$ cat src/design/cdus_pkg.sv
// Shared types, widths and calendar constants for the civil date to epoch seconds core.
// No dependencies; used by cdus_day_count and civil_date_to_unix_seconds_core.
package cdus_pkg;

    // field widths
    localparam int YearW  = 14;
    localparam int MonthW = 4;
    localparam int DayW   = 5;
    localparam int HourW  = 5;
    localparam int MinW   = 6;
    localparam int SecW   = 6;
    localparam int EpochW = 32;

    // internal widths
    localparam int DoyW       = 9;   // day of March-based year, 0..367
    localparam int DaysW      = 23;  // days since the epoch for any 14-bit year
    localparam int TodW       = 17;  // seconds of the day, 0..86399
    localparam int ProdW      = 40;  // days * 86400 plus seconds of the day
    localparam int RecipW     = 11;
    localparam int RecipShift = 15;

    localparam logic [YearW-1:0]  EpochYear      = 14'd1970;
    // days from 0000-03-01 to 1970-01-01
    localparam logic [DaysW:0]    EpochDayOffset = 24'd719468;
    localparam logic [DaysW-1:0]  DaysPerYear    = 23'd365;
    // floor(x * 1311 / 2^15) == floor(x / 25) for every x below 4096
    localparam logic [RecipW-1:0] Recip25        = 11'd1311;
    localparam logic [TodW-1:0]   SecsPerHour    = 17'd3600;
    localparam logic [TodW-1:0]   SecsPerMin     = 17'd60;
    localparam logic [TodW-1:0]   SecsPerDay     = 17'd86400;
    localparam logic [MonthW-1:0] MonthFeb       = 4'd2;
    localparam logic [MonthW-1:0] MonthDec       = 4'd12;
    localparam logic [HourW-1:0]  HourMax        = 5'd23;
    localparam logic [MinW-1:0]   MinMax         = 6'd59;
    localparam logic [SecW-1:0]   SecMax         = 6'd59;

    typedef struct packed {
        logic             valid;
        logic             ok;
        logic [DaysW-1:0] days;
    } t_day_res;

    // Days before the first of a month in a year that starts in March,
    // i.e. (153 * mp + 2) / 5 with mp = month - 3 mod 12.
    function automatic logic [DoyW-1:0] month_offset(input logic [MonthW-1:0] month);
        logic [DoyW-1:0] off;
        case (month)
            4'd1:    off = 9'd306;
            4'd2:    off = 9'd337;
            4'd3:    off = 9'd0;
            4'd4:    off = 9'd31;
            4'd5:    off = 9'd61;
            4'd6:    off = 9'd92;
            4'd7:    off = 9'd122;
            4'd8:    off = 9'd153;
            4'd9:    off = 9'd184;
            4'd10:   off = 9'd214;
            4'd11:   off = 9'd245;
            4'd12:   off = 9'd275;
            default: off = 9'd0;
        endcase
        return off;
    endfunction

endpackage

$ cat src/design/cdus_day_count.sv
// Two-stage day count: Gregorian date to days since 1970-01-01.
// Depends on cdus_pkg.
module cdus_day_count (
    input  logic                            i_clk,
    input  logic                            i_rst_n,
    input  logic                            i_valid,
    input  logic [cdus_pkg::YearW-1:0]      i_year,
    input  logic [cdus_pkg::MonthW-1:0]     i_month,
    input  logic [cdus_pkg::DayW-1:0]       i_day,
    output cdus_pkg::t_day_res              o_res
);

    localparam int YearW = cdus_pkg::YearW;
    localparam int DaysW = cdus_pkg::DaysW;
    localparam int DoyW  = cdus_pkg::DoyW;
    localparam int Y4W   = YearW - 2;
    localparam int Y16W  = YearW - 4;
    localparam int RW    = cdus_pkg::RecipW;
    localparam int Q100W = Y4W + RW - cdus_pkg::RecipShift;
    localparam int Q400W = Y16W + RW - cdus_pkg::RecipShift;

    // stage 1: shifted year, year*365, century and 400-year quotients, day of year
    logic [YearW-1:0]    y;
    logic                ok_date;
    logic [Y4W+RW-1:0]   prod100;
    logic [Y16W+RW-1:0]  prod400;
    logic [DoyW-1:0]     doy;

    logic                r_vld_1, n_vld_1;
    logic                r_ok_1;
    logic [DaysW-1:0]    r_y365_1;
    logic [Y4W-1:0]      r_y4_1;
    logic [Q100W-1:0]    r_q100_1;
    logic [Q400W-1:0]    r_q400_1;
    logic [DoyW-1:0]     r_doy_1;

    // January and February belong to the previous March-based year
    assign y = i_year - ((i_month <= cdus_pkg::MonthFeb) ? {{(YearW-1){1'b0}}, 1'b1}
                                                        : {YearW{1'b0}});
    assign ok_date = (i_month != '0) && (i_month <= cdus_pkg::MonthDec) &&
                     (i_day != '0) && (i_year >= cdus_pkg::EpochYear);
    assign prod100 = {{RW{1'b0}}, y[YearW-1:2]} * {{Y4W{1'b0}}, cdus_pkg::Recip25};
    assign prod400 = {{RW{1'b0}}, y[YearW-1:4]} * {{Y16W{1'b0}}, cdus_pkg::Recip25};
    assign doy = cdus_pkg::month_offset(i_month) + {{(DoyW-cdus_pkg::DayW){1'b0}}, i_day}
                 - {{(DoyW-1){1'b0}}, 1'b1};
    assign n_vld_1 = i_valid;

    always_ff @(posedge i_clk) begin
        if (!i_rst_n) begin
            r_vld_1 <= 1'b0;
        end else begin
            r_vld_1 <= n_vld_1;
        end
    end

    always_ff @(posedge i_clk) begin
        r_ok_1   <= ok_date;
        r_y365_1 <= {{(DaysW-YearW){1'b0}}, y} * cdus_pkg::DaysPerYear;
        r_y4_1   <= y[YearW-1:2];
        r_q100_1 <= prod100[Y4W+RW-1:cdus_pkg::RecipShift];
        r_q400_1 <= prod400[Y16W+RW-1:cdus_pkg::RecipShift];
        r_doy_1  <= doy;
    end

    // stage 2: y*365 + y/4 - y/100 + y/400 + doy - epoch offset
    logic [DaysW:0] sum;
    logic           r_vld_2;
    logic           r_ok_2;
    logic [DaysW-1:0] r_days_2;

    assign sum = {1'b0, r_y365_1}
               + {{(DaysW+1-Y4W){1'b0}}, r_y4_1}
               + {{(DaysW+1-Q400W){1'b0}}, r_q400_1}
               + {{(DaysW+1-DoyW){1'b0}}, r_doy_1}
               - {{(DaysW+1-Q100W){1'b0}}, r_q100_1}
               - cdus_pkg::EpochDayOffset;

    always_ff @(posedge i_clk) begin
        if (!i_rst_n) begin
            r_vld_2 <= 1'b0;
        end else begin
            r_vld_2 <= r_vld_1;
        end
    end

    always_ff @(posedge i_clk) begin
        r_ok_2   <= r_ok_1;
        r_days_2 <= sum[DaysW-1:0];
    end

    assign o_res.valid = r_vld_2;
    assign o_res.ok    = r_ok_2;
    assign o_res.days  = r_days_2;

endmodule

$ cat src/design/civil_date_to_unix_seconds_core.sv
// Top level: Gregorian date and time of day to unsigned 32-bit seconds since 1970-01-01.
// Depends on cdus_pkg and cdus_day_count.
//
// Usage:
//   Request channel: drive i_year, i_month, i_day, i_hour, i_minute, i_second and
//   pulse start. A request is taken at every rising edge where start is high and
//   busy is low; busy stays low, so a new request may arrive in every cycle.
//   Result channel: o_valid is high for exactly one cycle per request, once the
//   request has passed the four register stages, with o_epoch_seconds and o_valid_res alongside.
//   Results leave in request order.
//   Throughput is one request per cycle; the pipeline has four register stages:
//   date decode and quotients, day sum, days * 86400, final add
//   with the 32-bit range check (the output register).
//   A rejected request (month or day 0, month above 12, time field out of range, year
//   before 1970, total beyond 32 bits) returns o_epoch_seconds = 0 and o_valid_res = 0.
//   Synchronous reset clears every stage valid bit; requests in flight are dropped.
//   The receiver cannot stall; the pipeline never holds.
module civil_date_to_unix_seconds_core (
    input  logic                            i_clk,
    input  logic                            i_rst_n,
    input  logic                            start,
    output logic                            busy,
    input  logic [cdus_pkg::YearW-1:0]      i_year,
    input  logic [cdus_pkg::MonthW-1:0]     i_month,
    input  logic [cdus_pkg::DayW-1:0]       i_day,
    input  logic [cdus_pkg::HourW-1:0]      i_hour,
    input  logic [cdus_pkg::MinW-1:0]       i_minute,
    input  logic [cdus_pkg::SecW-1:0]       i_second,
    output logic                            o_valid,
    output logic [cdus_pkg::EpochW-1:0]     o_epoch_seconds,
    output logic                            o_valid_res
);

    localparam int TodW   = cdus_pkg::TodW;
    localparam int ProdW  = cdus_pkg::ProdW;
    localparam int DaysW  = cdus_pkg::DaysW;
    localparam int EpochW = cdus_pkg::EpochW;

    logic accept;

    // every cycle can take a request
    assign busy   = 1'b0;
    assign accept = start && !busy;

    // day count runs over stages 1 and 2
    cdus_pkg::t_day_res day_res;

    cdus_day_count u_day_count (
        .i_clk   (i_clk),
        .i_rst_n (i_rst_n),
        .i_valid (accept),
        .i_year  (i_year),
        .i_month (i_month),
        .i_day   (i_day),
        .o_res   (day_res)
    );

    // stage 1: time of day in seconds, range check on hour, minute and second
    logic [TodW-1:0] tod;
    logic            tod_ok;
    logic [TodW-1:0] r_tod_1, r_tod_2, r_tod_3;
    logic            r_tod_ok_1, r_tod_ok_2;

    assign tod_ok = (i_hour <= cdus_pkg::HourMax) && (i_minute <= cdus_pkg::MinMax) &&
                    (i_second <= cdus_pkg::SecMax);
    assign tod = {{(TodW-cdus_pkg::HourW){1'b0}}, i_hour} * cdus_pkg::SecsPerHour
               + {{(TodW-cdus_pkg::MinW){1'b0}}, i_minute} * cdus_pkg::SecsPerMin
               + {{(TodW-cdus_pkg::SecW){1'b0}}, i_second};

    // hold the time of day beside the day count so both reach stage 3 together
    always_ff @(posedge i_clk) begin
        r_tod_1    <= tod;
        r_tod_ok_1 <= tod_ok;
        r_tod_2    <= r_tod_1;
        r_tod_ok_2 <= r_tod_ok_1;
    end

    // stage 3: days * 86400
    logic             r_vld_3;
    logic             r_ok_3;
    logic [ProdW-1:0] r_prod_3;

    always_ff @(posedge i_clk) begin
        if (!i_rst_n) begin
            r_vld_3 <= 1'b0;
        end else begin
            r_vld_3 <= day_res.valid;
        end
    end

    always_ff @(posedge i_clk) begin
        r_ok_3   <= day_res.ok && r_tod_ok_2;
        r_prod_3 <= {{(ProdW-DaysW){1'b0}}, day_res.days} *
                    {{(ProdW-TodW){1'b0}}, cdus_pkg::SecsPerDay};
        r_tod_3  <= r_tod_2;
    end

    // stage 4: add the time of day, reject anything beyond 32 bits, register out
    logic [ProdW-1:0]  total;
    logic              n_ok_4;
    logic              r_vld_4;
    logic              r_ok_4;
    logic [EpochW-1:0] r_secs_4;

    assign total  = r_prod_3 + {{(ProdW-TodW){1'b0}}, r_tod_3};
    assign n_ok_4 = r_ok_3 && (total[ProdW-1:EpochW] == '0);

    always_ff @(posedge i_clk) begin
        if (!i_rst_n) begin
            r_vld_4 <= 1'b0;
        end else begin
            r_vld_4 <= r_vld_3;
        end
    end

    always_ff @(posedge i_clk) begin
        r_ok_4   <= n_ok_4;
        // drop the value of a rejected request
        r_secs_4 <= n_ok_4 ? total[EpochW-1:0] : '0;
    end

    assign o_valid         = r_vld_4;
    assign o_valid_res     = r_ok_4;
    assign o_epoch_seconds = r_secs_4;

    // every request comes out after the four register stages
    a_latency: assert property (@(posedge i_clk) disable iff (!i_rst_n)
        accept |-> ##4 o_valid)
        else $error("request did not produce a result after four cycles");

    a_no_spurious: assert property (@(posedge i_clk) disable iff (!i_rst_n)
        !$past(accept, 4) |-> !o_valid)
        else $error("result without a matching request");

    a_reject_zero: assert property (@(posedge i_clk) disable iff (!i_rst_n)
        (o_valid && !o_valid_res) |-> (o_epoch_seconds == '0))
        else $error("rejected result carries nonzero seconds");

    a_hour_range: assert property (@(posedge i_clk) disable iff (!i_rst_n)
        (o_valid && o_valid_res) |-> ($past(i_hour, 4) <= cdus_pkg::HourMax))
        else $error("accepted result from an out-of-range hour");

endmodule
$ cat config.mk
export PLATFORM = sky130hd
export DESIGN_NAME = civil_date_to_unix_seconds_core
export DESIGN_NICKNAME = d
export VERILOG_FILES = /design/src/design/cdus_pkg.sv /design/src/design/cdus_day_count.sv /design/src/design/civil_date_to_unix_seconds_core.sv
export SDC_FILE = /design/constraint.sdc
export NUM_CORES = 1
export LEC_CHECK = 0
export ABC_AREA = 1
export ABC_CLOCK_PERIOD_IN_PS = 5600
export BUFFER_PORTS_ARGS = -buffer_cell sky130_fd_sc_hd__buf_4
export CAP_MARGIN = 20
export CORE_MARGIN = 3
export CORE_UTILIZATION = 50
export CTS_BUF_LIST = sky130_fd_sc_hd__clkbuf_4 sky130_fd_sc_hd__clkbuf_8 sky130_fd_sc_hd__clkbuf_16
export DETAILED_ROUTE_END_ITERATION = 8
export MAX_ROUTING_LAYER = met4
export PLACE_DENSITY = 0.69
export SLEW_MARGIN = 20
export SYNTH_ARGS = -nofsm -noshare
export SYNTH_HDL_FRONTEND = slang
export SYNTH_SLANG_ARGS = --single-unit
$ cat constraint.sdc
create_clock -name i_clk -period 5.6 [get_ports i_clk]
set_input_delay 0.28 -clock i_clk [delete_from_list [all_inputs] [get_ports i_clk]]
set_output_delay 0.28 -clock i_clk [all_outputs]
set_load 0.01 [all_outputs]
==> metrics.md <==
| Metric | Value |
|---|---|
| Pins Over Slew Limit | `0` |
| Core outline area | `42100 µm²` |
| Synth area leader | `ha_1` |
| R2R depth | `19` |
| Required @ worst endpoint | `6.06 ns` |
| Max-cap violations | `0` |
| Commonest non-fill, non-tap cell in the layout | `inv_1` |
| Clock slew at the register clock pins of the worst setup and hold paths | `0.06 ns` |
| Final Cycle Share | `95.3%` |
| Clk_lat worst skew | `0.54 ns` |
| Area of the multi-input gates | `15000 µm²` |
| Worst hold path class | `input pin to register` |
| CP max stage cell | `fa_1` |
| Post-DP HPWL | `42300 µm` |
| CTS tree | `done` |
| Initial DRC Count | `477` |
| Die width | `213 µm` |
| CTS H-tree lvls | `1` |
| Gpl congestion | `0.917` |
| Area Overhead vs Synth | `14.4%` |
| Unique masters post-synth | `46` |
| Vias in the first global route | `17520` |
| Synth Area per Inst | `8.40 µm²` |
| Initial Utilization | `50.8%` |
| Antenna violations before repair | `0` |
| Via density | `4.97` |
| Detailed-route wire length | `48000 µm` |
| Row cnt | `75` |
| Max_slew headroom | `36.5%` |
| Post-Syn Nets | `3206` |
| Reg-to-Reg Start | `u_day_count.r_days_2[3]$_DFF_P_` |
| Ranking of synthesized cells by area | `ha_1 (24%), dfxtp_1 (19%), fa_1 (19%)` |
| Clock Skew | `0.0137 ns` |
| Fill cells | `3816` |
| Worst Hold Depth | `3` |
| Setup slack after layout | `0.265 ns` |
| Reg area | `4140 µm²` |
| I/O pin total | `78` |
| CTS root buf | `clkbuf_16` |
| CP max FO | `3` |
| Placed cell areas | `23400 µm²` |
| CP Data Arrival Time | `5.80 ns` |
| Final instance area | `24500 µm²` |
| #FFs+latches synth | `207` |
| Layout Nets | `3418` |
| Antenna cells | `0` |
| Clock buffer count from CTS | `24` |
| Most frequent cells in the layout | `inv_1 (636), ha_1 (408), nand2_1 (339)` |
| Min Tclk post-route | `5.34 ns` |
| Overall routing resource usage | `22.7%` |
| DRC | `0` |
| R2R Path End | `r_prod_3[35]$_DFF_P_` |
| Syn Inst Count | `2549` |
| Actual slew at the worst max-slew pin | `0.951 ns` |
| Non-Filler Instances | `3317` |
| Number of port buffers | `76` |
| Worst reg-to-reg setup slack | `1.01 ns` |
| Vias post-DR | `16483` |
| DR pass1 iterations | `5` |
| Outcome | `finished clean` |
| Asr flop ratio synth | `0%` |
| Placed insts | `3262` |
| Post-synth EDFFs | `0` |
| Crit Path Class | `input pin to register` |
| Seq/Total Area, Yosys | `19.3%` |
| Synth top area share | `24.1%` |
| Cell area after synthesis | `21400 µm²` |
| Die area | `45400 µm²` |
| F_max | `0.187 GHz` |
| Grt total ovfl | `0` |
| Hold Vio Cnt, Final | `0` |
| Hold_sp | `i_day[4]` |
| Largest stage delay, worst path | `0.57 ns` |
| Hold Path End | `u_day_count.r_ok_1$_DFF_P_` |
| Sink Count | `207` |
| Pin count of the biggest net entering global routing | `34` |
| CP Launch Type | `input pin` |
| Setup crit end kind | `register` |
| Utilization after layout | `58.2%` |
| Die H | `213 µm` |
| Post-DR wirelength/cell | `14.5 µm` |
| Final setup viols | `0` |
| Proportion of layout cells with a drive suffix above 1 | `10.8%` |
| Primary FF master, synth | `dfxtp_1` |
| Dpl ws | `-0.287 ns` |
| Global-route wire length before repair | `81800 µm` |
| Synth Warn # | `0` |
| CTS max path bufs | `3` |
| Final ANT Viol Nets | `0` |
==> worst max path at each step <==
| stage | from | end | cells past startpoint |
|---|---|---|---|
| 6_report | i_month[2] | u_day_count.r_q100_1[7]$_DFF_P_ | 25 |
| 4_1_cts | i_month[2] | u_day_count.r_y365_1[22]$_DFF_P_ | 28 |
| 3_3_place_gp | i_month[0] | u_day_count.r_q100_1[3]$_DFF_P_ | 28 |
| 5_1_grt | i_month[0] | u_day_count.r_y365_1[22]$_DFF_P_ | 31 |
| 3_5_place_dp | i_month[2] | u_day_count.r_y365_1[22]$_DFF_P_ | 28 |
| 2_1_floorplan | i_month[0] | u_day_count.r_q400_1[4]$_DFF_P_ | 28 |
==> registers in the layout, summed over array words and instances, names as in the netlist, 8 cells and up <==
name                  flops
r_tod_1                  17
u_day_count.r_q100_1      8
r_prod_3                 33
u_day_count.r_days_2     23
r_tod_2                  17
u_day_count.r_doy_1       9
o_epoch_seconds          32
u_day_count.r_y4_1       12
u_day_count.r_y365_1     23
r_tod_3                  17
==> cells in the mapped netlist (all sizes together), types with 4 or more instances <==
master and number:
buf 4, o21bai 7, fa 201, o21a 6, a31oi 7, nand3 79
ha 413, a21oi 143, a211oi 7, nand2 350, nor4 5, a21o 12
nand3b 5, or2 5, nor2 165, inv 639, nand4 24, xor2 99
nor3 27, xnor2 41, dfxtp 207, o21ai 77
==> critical path: cells and delay by family <==
family / cells / cell delay [ns]
buf+inv: 6 / 0.45
fa+ha+maj: 7 / 3.03
simple gates: 5 / 0.86
compound gates: 5 / 0.73
xor+xnor: 2 / 0.43
==> layer usage <==
metal | wire [µm] | up-vias | global-route usage, % | share of wire (%)
li1 | - | 8371 | - | -
met1 | 19800 | 7777 | 25.4 | 41
met2 | 25600 | 234 | 43.3 | 53
met3 | 988 | 101 | 1.45 | 2.1
met4 | 1610 | 0 | 6.97 | 3.3
met5 | 0 | - | - | 0
==> through the flow <==
step	hold WS, ns	TNS, ns
after detailed placement	0.312	-4.13
after global placement	0.310	-1.68
final	0.109	0
after CTS	0.0900	0
after floorplan	0.308	0
after global routing	0.103	-0.172
==> kinds of logic (layout without fill, tap and decap cells) <==
family	after synthesis	count (layout)	share of synthesized area [%]
AOI/OAI and AO/OA	276	276	7.12
and+or+nand+nor	668	668	13.5
DFF	207	207	19.3
adders and majority gates	614	614	42.9
xor gates and xnor gates	140	140	5.72
other	1	1	0.0175
buffers and inverters	643	872	11.4
==> area by class of cell <==
| type | count | share of cell area [%] |
|---|---|---|
| multi-input combinational | 1699 | 61.1 |
| sequential | 207 | 16.9 |
| timing repair buffer | 190 | 5.91 |
| clock buffer | 27 | 2.62 |
| clock inverter | 16 | 0.863 |
| tap | 539 | 2.75 |
| inverter | 639 | 9.80 |
==> timing repair <==
item / 4_1_cts / 5_1_grt
hold buffers: 7 / 0
setup endpoints to repair: 0 / 23
setup buffers: 0 / 5
endpoints found under the hold margin: 7 / 0
gates resized for setup: 0 / 26
Power is left out: the tool's default activity adds up to more than one toggle a clock period on the data nets, which glitch-free logic cannot reach.
